<file path="src/hdl/wjd_pkg.sv">
// Shared types and constants for the weighted joint distance argmin block.
package wjd_pkg;

    localparam int JOINTS      = 6;
    localparam int ANGLE_W     = 16;
    localparam int WEIGHT_W    = 12;
    localparam int PROD_W      = 28;
    localparam int COST_W      = 31;
    localparam int SLOT_W      = 3;
    localparam int CFG_IDX_W   = 3;
    localparam int QUEUE_DEPTH = 4;
    localparam int QPTR_W      = 2;
    localparam int QCNT_W      = 3;

    localparam logic REQ_START = 1'b0;
    localparam logic REQ_CAND  = 1'b1;

    typedef logic [COST_W-1:0]                   cost_t;
    typedef logic [JOINTS-1:0][ANGLE_W-1:0]      pose_t;
    typedef logic [JOINTS-1:0][WEIGHT_W-1:0]     weights_t;
    typedef logic [JOINTS-1:0][PROD_W-1:0]       prods_t;

    localparam weights_t WEIGHT_RESET = {12'd51, 12'd51, 12'd128, 12'd768, 12'd1280, 12'd1280};

    typedef struct packed {
        logic  is_start;
        logic  last;
        pose_t pose;
        cost_t cost;
    } item_t;

endpackage

</file>
<file path="src/hdl/wjd_front.sv">
// Front end: accepts items, scores candidates in two stages and feeds the queue.
module wjd_front (
    input  logic                         clk,
    input  logic                         rst_n,
    input  logic                         in_valid,
    output logic                         in_stall,
    input  logic                         req_type,
    input  wjd_pkg::pose_t               cand,
    input  logic                         final_candidate,
    input  wjd_pkg::weights_t            weights,
    input  logic [wjd_pkg::QCNT_W-1:0]   q_count,
    output logic                         item_valid,
    output wjd_pkg::item_t               item
);
    import wjd_pkg::*;

    logic                              accept;
    logic [QCNT_W:0]                   pending;
    pose_t                             start_pose_reg;
    logic                              a_valid_reg;
    logic                              a_start_reg;
    logic                              a_last_reg;
    pose_t                             a_pose_reg;
    prods_t                            a_prod_reg;
    prods_t                            a_prod_next;
    logic signed [JOINTS-1:0][ANGLE_W:0] diff;
    logic [JOINTS-1:0][ANGLE_W:0]      mag;
    cost_t                             cost_sum;
    logic                              b_valid_reg;
    item_t                             b_item_reg;

    assign pending = {1'b0, q_count} + {{QCNT_W{1'b0}}, a_valid_reg}
                   + {{QCNT_W{1'b0}}, b_valid_reg};
    assign in_stall = (pending >= (QCNT_W + 1)'(QUEUE_DEPTH));
    assign accept = in_valid && !in_stall;

    always_comb
    begin
        for (int j = 0; j < JOINTS; j++)
        begin
            diff[j] = $signed({start_pose_reg[j][ANGLE_W-1], start_pose_reg[j]})
                    - $signed({cand[j][ANGLE_W-1], cand[j]});
            mag[j] = diff[j][ANGLE_W] ? (~diff[j] + 1'b1) : diff[j];
            a_prod_next[j] = PROD_W'(mag[j][ANGLE_W-1:0]) * PROD_W'(weights[j]);
        end
    end

    always_comb
    begin
        cost_sum = '0;
        for (int j = 0; j < JOINTS; j++)
        begin
            cost_sum = cost_sum + COST_W'(a_prod_reg[j]);
        end
    end

    always_ff @(posedge clk or negedge rst_n)
    begin
        if (!rst_n)
        begin
            start_pose_reg <= '0;
            a_valid_reg    <= 1'b0;
            b_valid_reg    <= 1'b0;
        end
        else
        begin
            a_valid_reg <= accept;
            b_valid_reg <= a_valid_reg;
            if (accept && req_type == REQ_START)
            begin
                start_pose_reg <= cand;
            end
        end
    end

    always_ff @(posedge clk)
    begin
        if (accept)
        begin
            a_start_reg <= (req_type == REQ_START);
            a_last_reg  <= final_candidate;
            a_pose_reg  <= cand;
            a_prod_reg  <= a_prod_next;
        end
        if (a_valid_reg)
        begin
            b_item_reg.is_start <= a_start_reg;
            b_item_reg.last     <= a_last_reg;
            b_item_reg.pose     <= a_pose_reg;
            b_item_reg.cost     <= cost_sum;
        end
    end

    assign item_valid = b_valid_reg;
    assign item       = b_item_reg;

endmodule

</file>
<file path="src/hdl/wjd_queue.sv">
// Short first-in first-out queue between the scoring front end and the selector.
module wjd_queue (
    input  logic                         clk,
    input  logic                         rst_n,
    input  logic                         push,
    input  wjd_pkg::item_t               push_item,
    input  logic                         pop,
    output wjd_pkg::item_t               pop_item,
    output logic                         not_empty,
    output logic [wjd_pkg::QCNT_W-1:0]   count
);
    import wjd_pkg::*;

    item_t              entry_reg [QUEUE_DEPTH];
    logic [QPTR_W-1:0]  wr_ptr_reg;
    logic [QPTR_W-1:0]  rd_ptr_reg;
    logic [QCNT_W-1:0]  count_reg;
    logic [QCNT_W-1:0]  count_next;

    always_comb
    begin
        count_next = count_reg;
        if (push && !pop)
        begin
            count_next = count_reg + 1'b1;
        end
        else if (pop && !push)
        begin
            count_next = count_reg - 1'b1;
        end
    end

    always_ff @(posedge clk or negedge rst_n)
    begin
        if (!rst_n)
        begin
            wr_ptr_reg <= '0;
            rd_ptr_reg <= '0;
            count_reg  <= '0;
        end
        else
        begin
            count_reg <= count_next;
            if (push)
            begin
                wr_ptr_reg <= wr_ptr_reg + 1'b1;
            end
            if (pop)
            begin
                rd_ptr_reg <= rd_ptr_reg + 1'b1;
            end
        end
    end

    always_ff @(posedge clk)
    begin
        if (push)
        begin
            entry_reg[wr_ptr_reg] <= push_item;
        end
    end

    assign pop_item  = entry_reg[rd_ptr_reg];
    assign not_empty = (count_reg != '0);
    assign count     = count_reg;

endmodule

</file>
<file path="src/hdl/wjd_back.sv">
// Back end: keeps the lowest-cost candidate of a run and registers the result.
module wjd_back #(
    parameter int MAX_CANDIDATES = 8
) (
    input  logic                          clk,
    input  logic                          rst_n,
    input  logic                          item_valid,
    input  wjd_pkg::item_t                item,
    output logic                          pop,
    output logic                          out_valid,
    input  logic                          out_stall,
    output wjd_pkg::pose_t                best_pose,
    output wjd_pkg::cost_t                best_cost,
    output logic [wjd_pkg::SLOT_W-1:0]    best_slot
);
    import wjd_pkg::*;

    localparam int CNT_W = (MAX_CANDIDATES > 1) ? $clog2(MAX_CANDIDATES) : 1;

    logic                    have_kept_reg;
    logic [CNT_W-1:0]        seen_count_reg;
    logic [CNT_W-1:0]        seen_count_next;
    logic [CNT_W+SLOT_W-1:0] seen_ext;
    pose_t                   kept_pose_reg;
    cost_t                   kept_cost_reg;
    logic [SLOT_W-1:0]       kept_slot_reg;
    logic                    take;
    logic                    is_cand;
    logic                    emit;
    pose_t                   sel_pose;
    cost_t                   sel_cost;
    logic [SLOT_W-1:0]       sel_slot;
    logic                    out_valid_reg;
    pose_t                   out_pose_reg;
    cost_t                   out_cost_reg;
    logic [SLOT_W-1:0]       out_slot_reg;

    assign pop     = item_valid && (!out_valid_reg || !out_stall);
    assign is_cand = !item.is_start;
    assign emit    = pop && is_cand && item.last;
    assign take    = !have_kept_reg || (item.cost < kept_cost_reg);

    assign seen_ext        = {{SLOT_W{1'b0}}, seen_count_reg};
    assign seen_count_next = (seen_count_reg == CNT_W'(MAX_CANDIDATES - 1))
                           ? '0 : seen_count_reg + 1'b1;

    assign sel_pose = take ? item.pose : kept_pose_reg;
    assign sel_cost = take ? item.cost : kept_cost_reg;
    assign sel_slot = take ? seen_ext[SLOT_W-1:0] : kept_slot_reg;

    always_ff @(posedge clk or negedge rst_n)
    begin
        if (!rst_n)
        begin
            have_kept_reg  <= 1'b0;
            seen_count_reg <= '0;
            out_valid_reg  <= 1'b0;
        end
        else
        begin
            if (emit)
            begin
                out_valid_reg <= 1'b1;
            end
            else if (!out_stall)
            begin
                out_valid_reg <= 1'b0;
            end
            if (pop)
            begin
                if (!is_cand || item.last)
                begin
                    have_kept_reg  <= 1'b0;
                    seen_count_reg <= '0;
                end
                else
                begin
                    have_kept_reg  <= 1'b1;
                    seen_count_reg <= seen_count_next;
                end
            end
        end
    end

    always_ff @(posedge clk)
    begin
        if (pop && is_cand)
        begin
            kept_pose_reg <= sel_pose;
            kept_cost_reg <= sel_cost;
            kept_slot_reg <= sel_slot;
        end
        if (emit)
        begin
            out_pose_reg <= sel_pose;
            out_cost_reg <= sel_cost;
            out_slot_reg <= sel_slot;
        end
    end

    assign out_valid = out_valid_reg;
    assign best_pose = out_pose_reg;
    assign best_cost = out_cost_reg;
    assign best_slot = out_slot_reg;

endmodule

</file>
<file path="src/hdl/weighted_joint_distance_argmin.sv">
// Top level of the weighted L1 nearest-candidate picker with its weight registers.
// Path: the final candidate passes the two scoring stages and the queue before the result register is loaded.
// Throughput: one item per cycle; the front end stalls when the four-entry queue,
// counting the two scoring stages in flight, is full.
// Reset: asynchronous, active low; clears the start pose, the run and all valids,
// and loads the default weights.
module weighted_joint_distance_argmin #(
    parameter int MAX_CANDIDATES = 8
) (
    input  logic                              clk,
    input  logic                              rst_n,
    input  logic                              in_valid,
    output logic                              in_stall,
    input  logic                              req_type,
    input  logic signed [15:0]                angle_0,
    input  logic signed [15:0]                angle_1,
    input  logic signed [15:0]                angle_2,
    input  logic signed [15:0]                angle_3,
    input  logic signed [15:0]                angle_4,
    input  logic signed [15:0]                angle_5,
    input  logic                              final_candidate,
    output logic                              out_valid,
    input  logic                              out_stall,
    output logic signed [15:0]                best_angle_0,
    output logic signed [15:0]                best_angle_1,
    output logic signed [15:0]                best_angle_2,
    output logic signed [15:0]                best_angle_3,
    output logic signed [15:0]                best_angle_4,
    output logic signed [15:0]                best_angle_5,
    output logic [30:0]                       best_cost,
    output logic [2:0]                        best_slot,
    input  logic                              cfg_valid,
    output logic                              cfg_ready,
    input  logic [wjd_pkg::CFG_IDX_W-1:0]     cfg_index,
    input  logic [wjd_pkg::WEIGHT_W-1:0]      cfg_data
);
    import wjd_pkg::*;

    weights_t            weight_reg;
    pose_t               cand;
    pose_t               best_pose;
    logic                f_valid;
    item_t               f_item;
    logic                q_pop;
    item_t               q_item;
    logic                q_not_empty;
    logic [QCNT_W-1:0]   q_count;

    assign cfg_ready = 1'b1;

    always_ff @(posedge clk or negedge rst_n)
    begin
        if (!rst_n)
        begin
            weight_reg <= WEIGHT_RESET;
        end
        else if (cfg_valid && cfg_ready)
        begin
            for (int j = 0; j < JOINTS; j++)
            begin
                if (cfg_index == CFG_IDX_W'(j))
                begin
                    weight_reg[j] <= cfg_data;
                end
            end
        end
    end

    assign cand[0] = angle_0;
    assign cand[1] = angle_1;
    assign cand[2] = angle_2;
    assign cand[3] = angle_3;
    assign cand[4] = angle_4;
    assign cand[5] = angle_5;

    wjd_front u_front (
        .clk             (clk),
        .rst_n           (rst_n),
        .in_valid        (in_valid),
        .in_stall        (in_stall),
        .req_type        (req_type),
        .cand            (cand),
        .final_candidate (final_candidate),
        .weights         (weight_reg),
        .q_count         (q_count),
        .item_valid      (f_valid),
        .item            (f_item)
    );

    wjd_queue u_queue (
        .clk       (clk),
        .rst_n     (rst_n),
        .push      (f_valid),
        .push_item (f_item),
        .pop       (q_pop),
        .pop_item  (q_item),
        .not_empty (q_not_empty),
        .count     (q_count)
    );

    wjd_back #(
        .MAX_CANDIDATES (MAX_CANDIDATES)
    ) u_back (
        .clk        (clk),
        .rst_n      (rst_n),
        .item_valid (q_not_empty),
        .item       (q_item),
        .pop        (q_pop),
        .out_valid  (out_valid),
        .out_stall  (out_stall),
        .best_pose  (best_pose),
        .best_cost  (best_cost),
        .best_slot  (best_slot)
    );

    assign best_angle_0 = best_pose[0];
    assign best_angle_1 = best_pose[1];
    assign best_angle_2 = best_pose[2];
    assign best_angle_3 = best_pose[3];
    assign best_angle_4 = best_pose[4];
    assign best_angle_5 = best_pose[5];

    assert property (@(posedge clk) disable iff (!rst_n)
        q_count <= QCNT_W'(QUEUE_DEPTH))
        else $error("Queue occupancy exceeds its depth.");

    assert property (@(posedge clk) disable iff (!rst_n)
        f_valid |-> (q_count < QCNT_W'(QUEUE_DEPTH)) || q_pop)
        else $error("Scored item pushed into a full queue.");

    assert property (@(posedge clk) disable iff (!rst_n)
        $rose(out_valid) |-> $past(q_pop && q_item.last && !q_item.is_start))
        else $error("Result raised without a final candidate leaving the queue.");

endmodule
</file>
<file path="config.mk">
export PLATFORM = sky130hd
export DESIGN_NAME = weighted_joint_distance_argmin
export DESIGN_NICKNAME = d
export VERILOG_FILES = /design/src/hdl/wjd_pkg.sv /design/src/hdl/wjd_front.sv /design/src/hdl/wjd_queue.sv /design/src/hdl/wjd_back.sv /design/src/hdl/weighted_joint_distance_argmin.sv
export SDC_FILE = /design/constraint.sdc
export NUM_CORES = 2
export LEC_CHECK = 0
export BUFFER_PORTS_ARGS = -buffer_cell sky130_fd_sc_hd__buf_2
export CAP_MARGIN = 20
export CORE_MARGIN = 3
export CORE_UTILIZATION = 35
export DETAILED_ROUTE_END_ITERATION = 8
export GPL_TIMING_DRIVEN = 0
export SLEW_MARGIN = 20
export SYNTH_ARGS = -nofsm -noshare
export SYNTH_HDL_FRONTEND = slang
export SYNTH_SLANG_ARGS = --single-unit
</file>
<file path="constraint.sdc">
create_clock -name clk -period 10.9 [get_ports clk]
set_input_delay 0 -clock clk [delete_from_list [all_inputs] [get_ports clk]]
set_output_delay 0 -clock clk [all_outputs]
set_load 0.02 [all_outputs]
</file>
Yosys cells after proc, flatten, opt, wreduce, memory -nomap -nowiden
Memories as Yosys holds them, arrays and structs flattened.
Index checks and enable logic that the tools add are counted.
{"block": "op_classes", "addsub": 24, "n_mul": 6, "magnitude_cmp": 2, "n_eq_ne": 7, "muxes": 18, "bitwise_logic": 7, "n_reduce_logical": 26}
{"op": "multiplier 16 x 12 -> 28 bit", "count": 6}
{"op": "adder 31 x 28 -> 31 bit", "count": 4}
{"op": "subtractor 16 x 16 -> 17 bit", "count": 6}
{"op": "adder 16 x 1 -> 16 bit (second input constant)", "count": 6}
{"op": "two-way mux 16 bit", "count": 6}
{"op": "two-way mux 96 bit", "count": 1}
{"op": "NOT 16 bit", "count": 6}
{"op": "< comparator 31 bit", "count": 1}
{"op": "two-way mux 31 bit", "count": 1}
{"op": "adder 28 x 28 -> 29 bit", "count": 1}
{"op": "two-way mux 3 bit", "count": 5}
{"op": "AND reduction 2 bit", "count": 6}
{"op": "== test 3 bit (second input constant)", "count": 3}
{"op": "logical AND 1 bit", "count": 7}
{"op": "zero test 1 bit", "count": 7}
{"op": "adder 3 x 1 -> 3 bit (second input constant)", "count": 2}
{"op": "== test 3 x 2 -> 1 bit (second input constant)", "count": 2}
{"op": "two-way mux 1 bit", "count": 5}
{"op": "adder 2 x 1 -> 2 bit (second input constant)", "count": 2}
{"op": "adder 3 x 1 -> 4 bit", "count": 1}
{"op": "adder 4 x 1 -> 4 bit", "count": 1}
{"op": "greater-or-equal comparator 4 x 3 -> 1 bit (second input constant)", "count": 1}
{"op": "== test 3 x 1 -> 1 bit (second input constant)", "count": 1}
{"op": "zero test 3 bit", "count": 1}
{"op": "other kinds (6)", "count": 8}
{"block": "word_totals", "reg_bits": 837, "mem_bits_rw": 516, "input_bits": 118, "output_inout_bits": 133, "elab_cells": 150, "mem_count": 1}
{"name": "u_queue.entry_reg", "depth": 4, "width": 129, "rd": 1, "rd_ports_with_merged_regs": 0, "write_ports": 1, "line_no": "wjd_queue.sv:14", "rtl": "item_t entry_reg [QUEUE_DEPTH];"}

Logic depth before layout (Yosys ltp)
{"block": "logic_depth", "word_depth": 6, "ltp_mapped": 34, "mapped_depth_nobuf": 32}

Hierarchy
A second synthesis with hierarchy kept.
{"block": "hier_totals", "cells_unflattened": 7745, "area_unflattened_um2": 95058.7}
{"mod": "wjd_front", "n_inst": 1, "cells_each": 6340, "area_per_inst_um2": 62752.7, "seq_area_each_um2": 14313.7}
{"mod": "wjd_queue", "n_inst": 1, "cells_each": 707, "area_per_inst_um2": 18998.2, "seq_area_each_um2": 15670.0}
{"mod": "wjd_back", "n_inst": 1, "cells_each": 540, "area_per_inst_um2": 10395.0, "seq_area_each_um2": 7932.6}
{"mod": "weighted_joint_distance_argmin", "n_inst": 1, "cells_each": 158, "area_per_inst_um2": 2912.8, "seq_area_each_um2": 1820.5}

Worst setup path before layout
No wires, ideal clock.
{"block": "synth_timing", "path_type": "flip-flop to flip-flop", "from": "reg u_queue.rd_ptr_reg[0]", "to": "reg u_back.out_cost_reg[0], in the netlist u_back.best_cost[0] (enable)", "setup_ns": 0.479, "t_arrival_ns": 9.644, "t_required_ns": 10.421, "path_slack_ns": 0.777, "stages_incl_launch_ff": 6, "path_cell_list": "dfrtp_1 -> clkbuf_1 -> mux4_2 -> nor2_1 -> nand2_1 -> inv_1"}
{"block": "synth_between", "elab_chain_cells": 4}
{"item": "start, declared", "line_no": "wjd_queue.sv:16", "rtl": "logic [QPTR_W-1:0] rd_ptr_reg;"}
{"item": "start signal, assigned", "line_no": "wjd_queue.sv:50", "rtl": "rd_ptr_reg <= rd_ptr_reg + 1'b1;"}
{"item": "memory read (4 x 129 bit) *"}
{"item": "zero test 1 bit", "line_no": "wjd_back.sv:39", "rtl": "assign is_cand = !item.is_start;"}
{"item": "logical AND 1 bit", "line_no": "wjd_back.sv:40", "rtl": "assign emit = pop && is_cand && item.last;"}
{"item": "logical AND 1 bit *", "line_no": "wjd_back.sv:40"}
{"item": "named net u_back.emit", "line_no": "wjd_back.sv:29", "rtl": "logic emit;"}
{"item": "end signal, assigned", "line_no": "wjd_back.sv:96", "rtl": "out_cost_reg <= sel_cost;"}
{"item": "end, declared", "line_no": "wjd_back.sv:35", "rtl": "cost_t out_cost_reg;"}
The timed path passes the listed nets; every way through them passes the cells marked *.
A chain may end at the register's enable or synchronous reset.

==> results.tsv <==
metric	value	unit
final worst path period share	93.4	%
Iter 0 DRT Violations	4522	
Rel. slew slack	23.3	%
Final Hold Vio Count	0	
max reg flops	516	
post-route setup TNS	0	ns
Required @ worst endpoint	11.41	ns
cts bufs inserted	143	
vias per cell	5.00	
initial antenna violation count	40	
Post-synth ARST share	13.5	%
antenna-violating nets left	0	
share of layout cells above drive strength 1	11.9	%
crit-path max cell delay	0.58	ns
drc violations	0	
CTS Sinks	1353	
RSZ-0062 raised after global routing	false	
final setup fails	0	
Boundary Pins	251	
post-synthesis cell count	8037	
Max Buffers Root-to-Sink	4	
Fmax	98.2	MHz
Seq cells post-synth	1353	
Slowest cell on crit path	o41ai_1	
Die Ht	531	µm
Startpoint Class	flip-flop	
Tot GR Track Use	18.5	%
GPL Wtd Cong	0.910	
Port Buffers	249	
Hold Path Class	in -> reg	
Setup CP Type	reg -> reg	
Slew @ Worst Pin	1.15	ns
Synth cell types	99	
HPWL Detailed	204000	µm
Root Driver	clkbuf_16	
Final min period	10.18	ns
Die ar.	282000	µm²
row count	192	
sequential area share after synthesis	41.1	%
Slew Limit Fails	0	
syn_nets	9684	
largest net degree at the start of global routing	77	
Reg clk slew, reported paths	0.06	ns
Synthesis Warnings	0	
most common cell after layout, fill and taps aside	inv_1	
worst path arrival time	10.69	ns
first-pass GRT wire length	400000	µm
grt total ovfl	0	
maxcap violations	0	
crit path max fanout	10	
commonest cells after routing, fill and taps aside	1332 x inv_1, 1171 x edfxtp_1, 932 x fa_1, 667 x nand2_1, 597 x ha_1	
Post-synth EDFFs	1171	
via count	62300	
later-pin clock latency in the skew report	0.82	ns
Nets	10300	
first-pass detailed-route iteration total	6	
Mapped Avg Cell Area	12.0	µm²
Final Skew	0.0611	ns
WL per Instance	20.9	µm
CTS H-Tree Depth	4	
Area Overhead vs Synth	13.8	%
CP endpoint kind	flip-flop	
vias in the first global route	64800	
CP most frequent cell	fa_1	
area of the core	274000	µm²
die width	531	µm
status	completed	
Post-synth top flop	edfxtp_1	
Initial Util	35.2	%
CTS tree	built	
Post-CTS Resized	0	
Post-Syn Area	96600	µm²
final wirelength	261000	µm
cell type report:
class	count	area [µm²]
Antenna cell	20	50.0
Sequential cell	1353	39700
Clock buffer	179	3890
Timing Repair Buffer	474	4040
Clock inverter	70	697
Inverter	1333	5010
Buffer	297	1170
Tap cell	3686	4610
Multi-Input combinational cell	5054	50700
Fill cell	25900	164000
synthesized netlist by cell type, types with 16 or more instances:
| master | number | area share [%] |
|---|---|---|
| nand2_1 | 667 | 2.6 |
| and2_1 | 388 | 2.5 |
| edfxtp_1 | 1171 | 36 |
| nor3_1 | 80 | 0.41 |
| or3_1 | 46 | 0.30 |
| mux2_2 | 288 | 3.4 |
| a21boi_0 | 27 | 0.21 |
| mux4_2 | 129 | 3.0 |
| nor4_1 | 16 | 0.10 |
| nand2b_1 | 63 | 0.41 |
| o2111ai_1 | 22 | 0.20 |
| o21bai_1 | 32 | 0.25 |
| buf_2 | 19 | 0.098 |
| and3_1 | 38 | 0.25 |
| o21ai_0 | 222 | 1.2 |
| nand3_1 | 78 | 0.40 |
| o31ai_1 | 17 | 0.13 |
| nor2_1 | 214 | 0.83 |
| ha_1 | 597 | 7.7 |
| a21o_1 | 78 | 0.61 |
| o21a_1 | 86 | 0.67 |
| fa_1 | 932 | 19 |
| or2_2 | 17 | 0.11 |
| inv_1 | 1333 | 5.2 |
| a21boi_1 | 20 | 0.16 |
| xnor2_1 | 206 | 1.9 |
| a211o_1 | 18 | 0.16 |
| nand4_1 | 45 | 0.29 |
| clkbuf_1 | 264 | 1.0 |
| nor2b_1 | 110 | 0.71 |
| a211oi_1 | 37 | 0.29 |
| a31oi_1 | 29 | 0.19 |
| dfrtp_1 | 167 | 4.3 |
| xor2_1 | 86 | 0.78 |
| a21oi_1 | 208 | 1.1 |
what timing repair did:
action                    in CTS  in global routing
hold endpoints to repair     486                  0
hold buffers                 185                  0
buffers inserted               0                  0
per-stage QoR:
step	utilization, %	setup slack [ns]	instance area, µm²	hold slack (ns)	instances
4_1_cts	40.1	0.781	110000	0.0000326	12400
6_report	40.1	0.717	110000	0.0278	12500
3_3_place_gp	37.4	-5.80	102000	0.210	12000
5_1_grt	40.1	0.0334	110000	0.0106	12500
2_1_floorplan	-	0.777	96600	-0.296	8037
3_5_place_dp	37.7	0.841	103000	-0.0813	12000
layer usage:
layer  vias up  routed length [µm]  global-route usage, %
met2      1641              126000                   30.9
met1     31900              114000                   25.4
li1      28400                   -                      -
met3       361               13000                   2.11
met5         -                  23                      0
met4         6                7770                   5.47
final timing paths:
check	start	to	slack, ns	cells after the start
setup / recovery	u_front.start_pose_reg[0]	u_front.a_prod_reg[27]	0.72	32
hold / removal	angle_1[0]	u_front.a_pose_reg[16]	0.03	2
setup reg to reg	u_front.start_pose_reg[0]	u_front.a_prod_reg[27]	0.72	32
hold reg to reg	u_front.a_pose_reg[33]	u_front.item[64]	0.41	0
max in group asynchronous	rst_n	u_front.a_valid_reg	9.97	4
min in group asynchronous	rst_n	u_front.start_pose_reg[18]	0.35	4
critical path: cells and delay by family (launching register included):
kind	cells	cell delay [ns]
compound gates	13	3.57
flops	1	0.32
simple gates	3	0.70
xor+xnor	2	0.90
buf+inv	6	1.03
fa+ha+maj	8	3.37
kinds of logic (layout without fill, tap and decap cells):
group,count (synthesis),in the layout,synth area share [%]
AND/OR/NAND/NOR,1823,1823,9.46
AO/OA/AOI/OAI,986,986,6.88
other,1,21,0.00388
adder cells (fa/ha/maj),1529,1529,27.1
XOR/XNOR,293,293,2.67
buffers and inverters,1630,2353,6.37
flip-flops,1353,1353,41.1
multiplexers,422,422,6.42
Power is left out: the tool's default activity adds up to more than one toggle a clock period on the data nets, which glitch-free logic cannot reach.
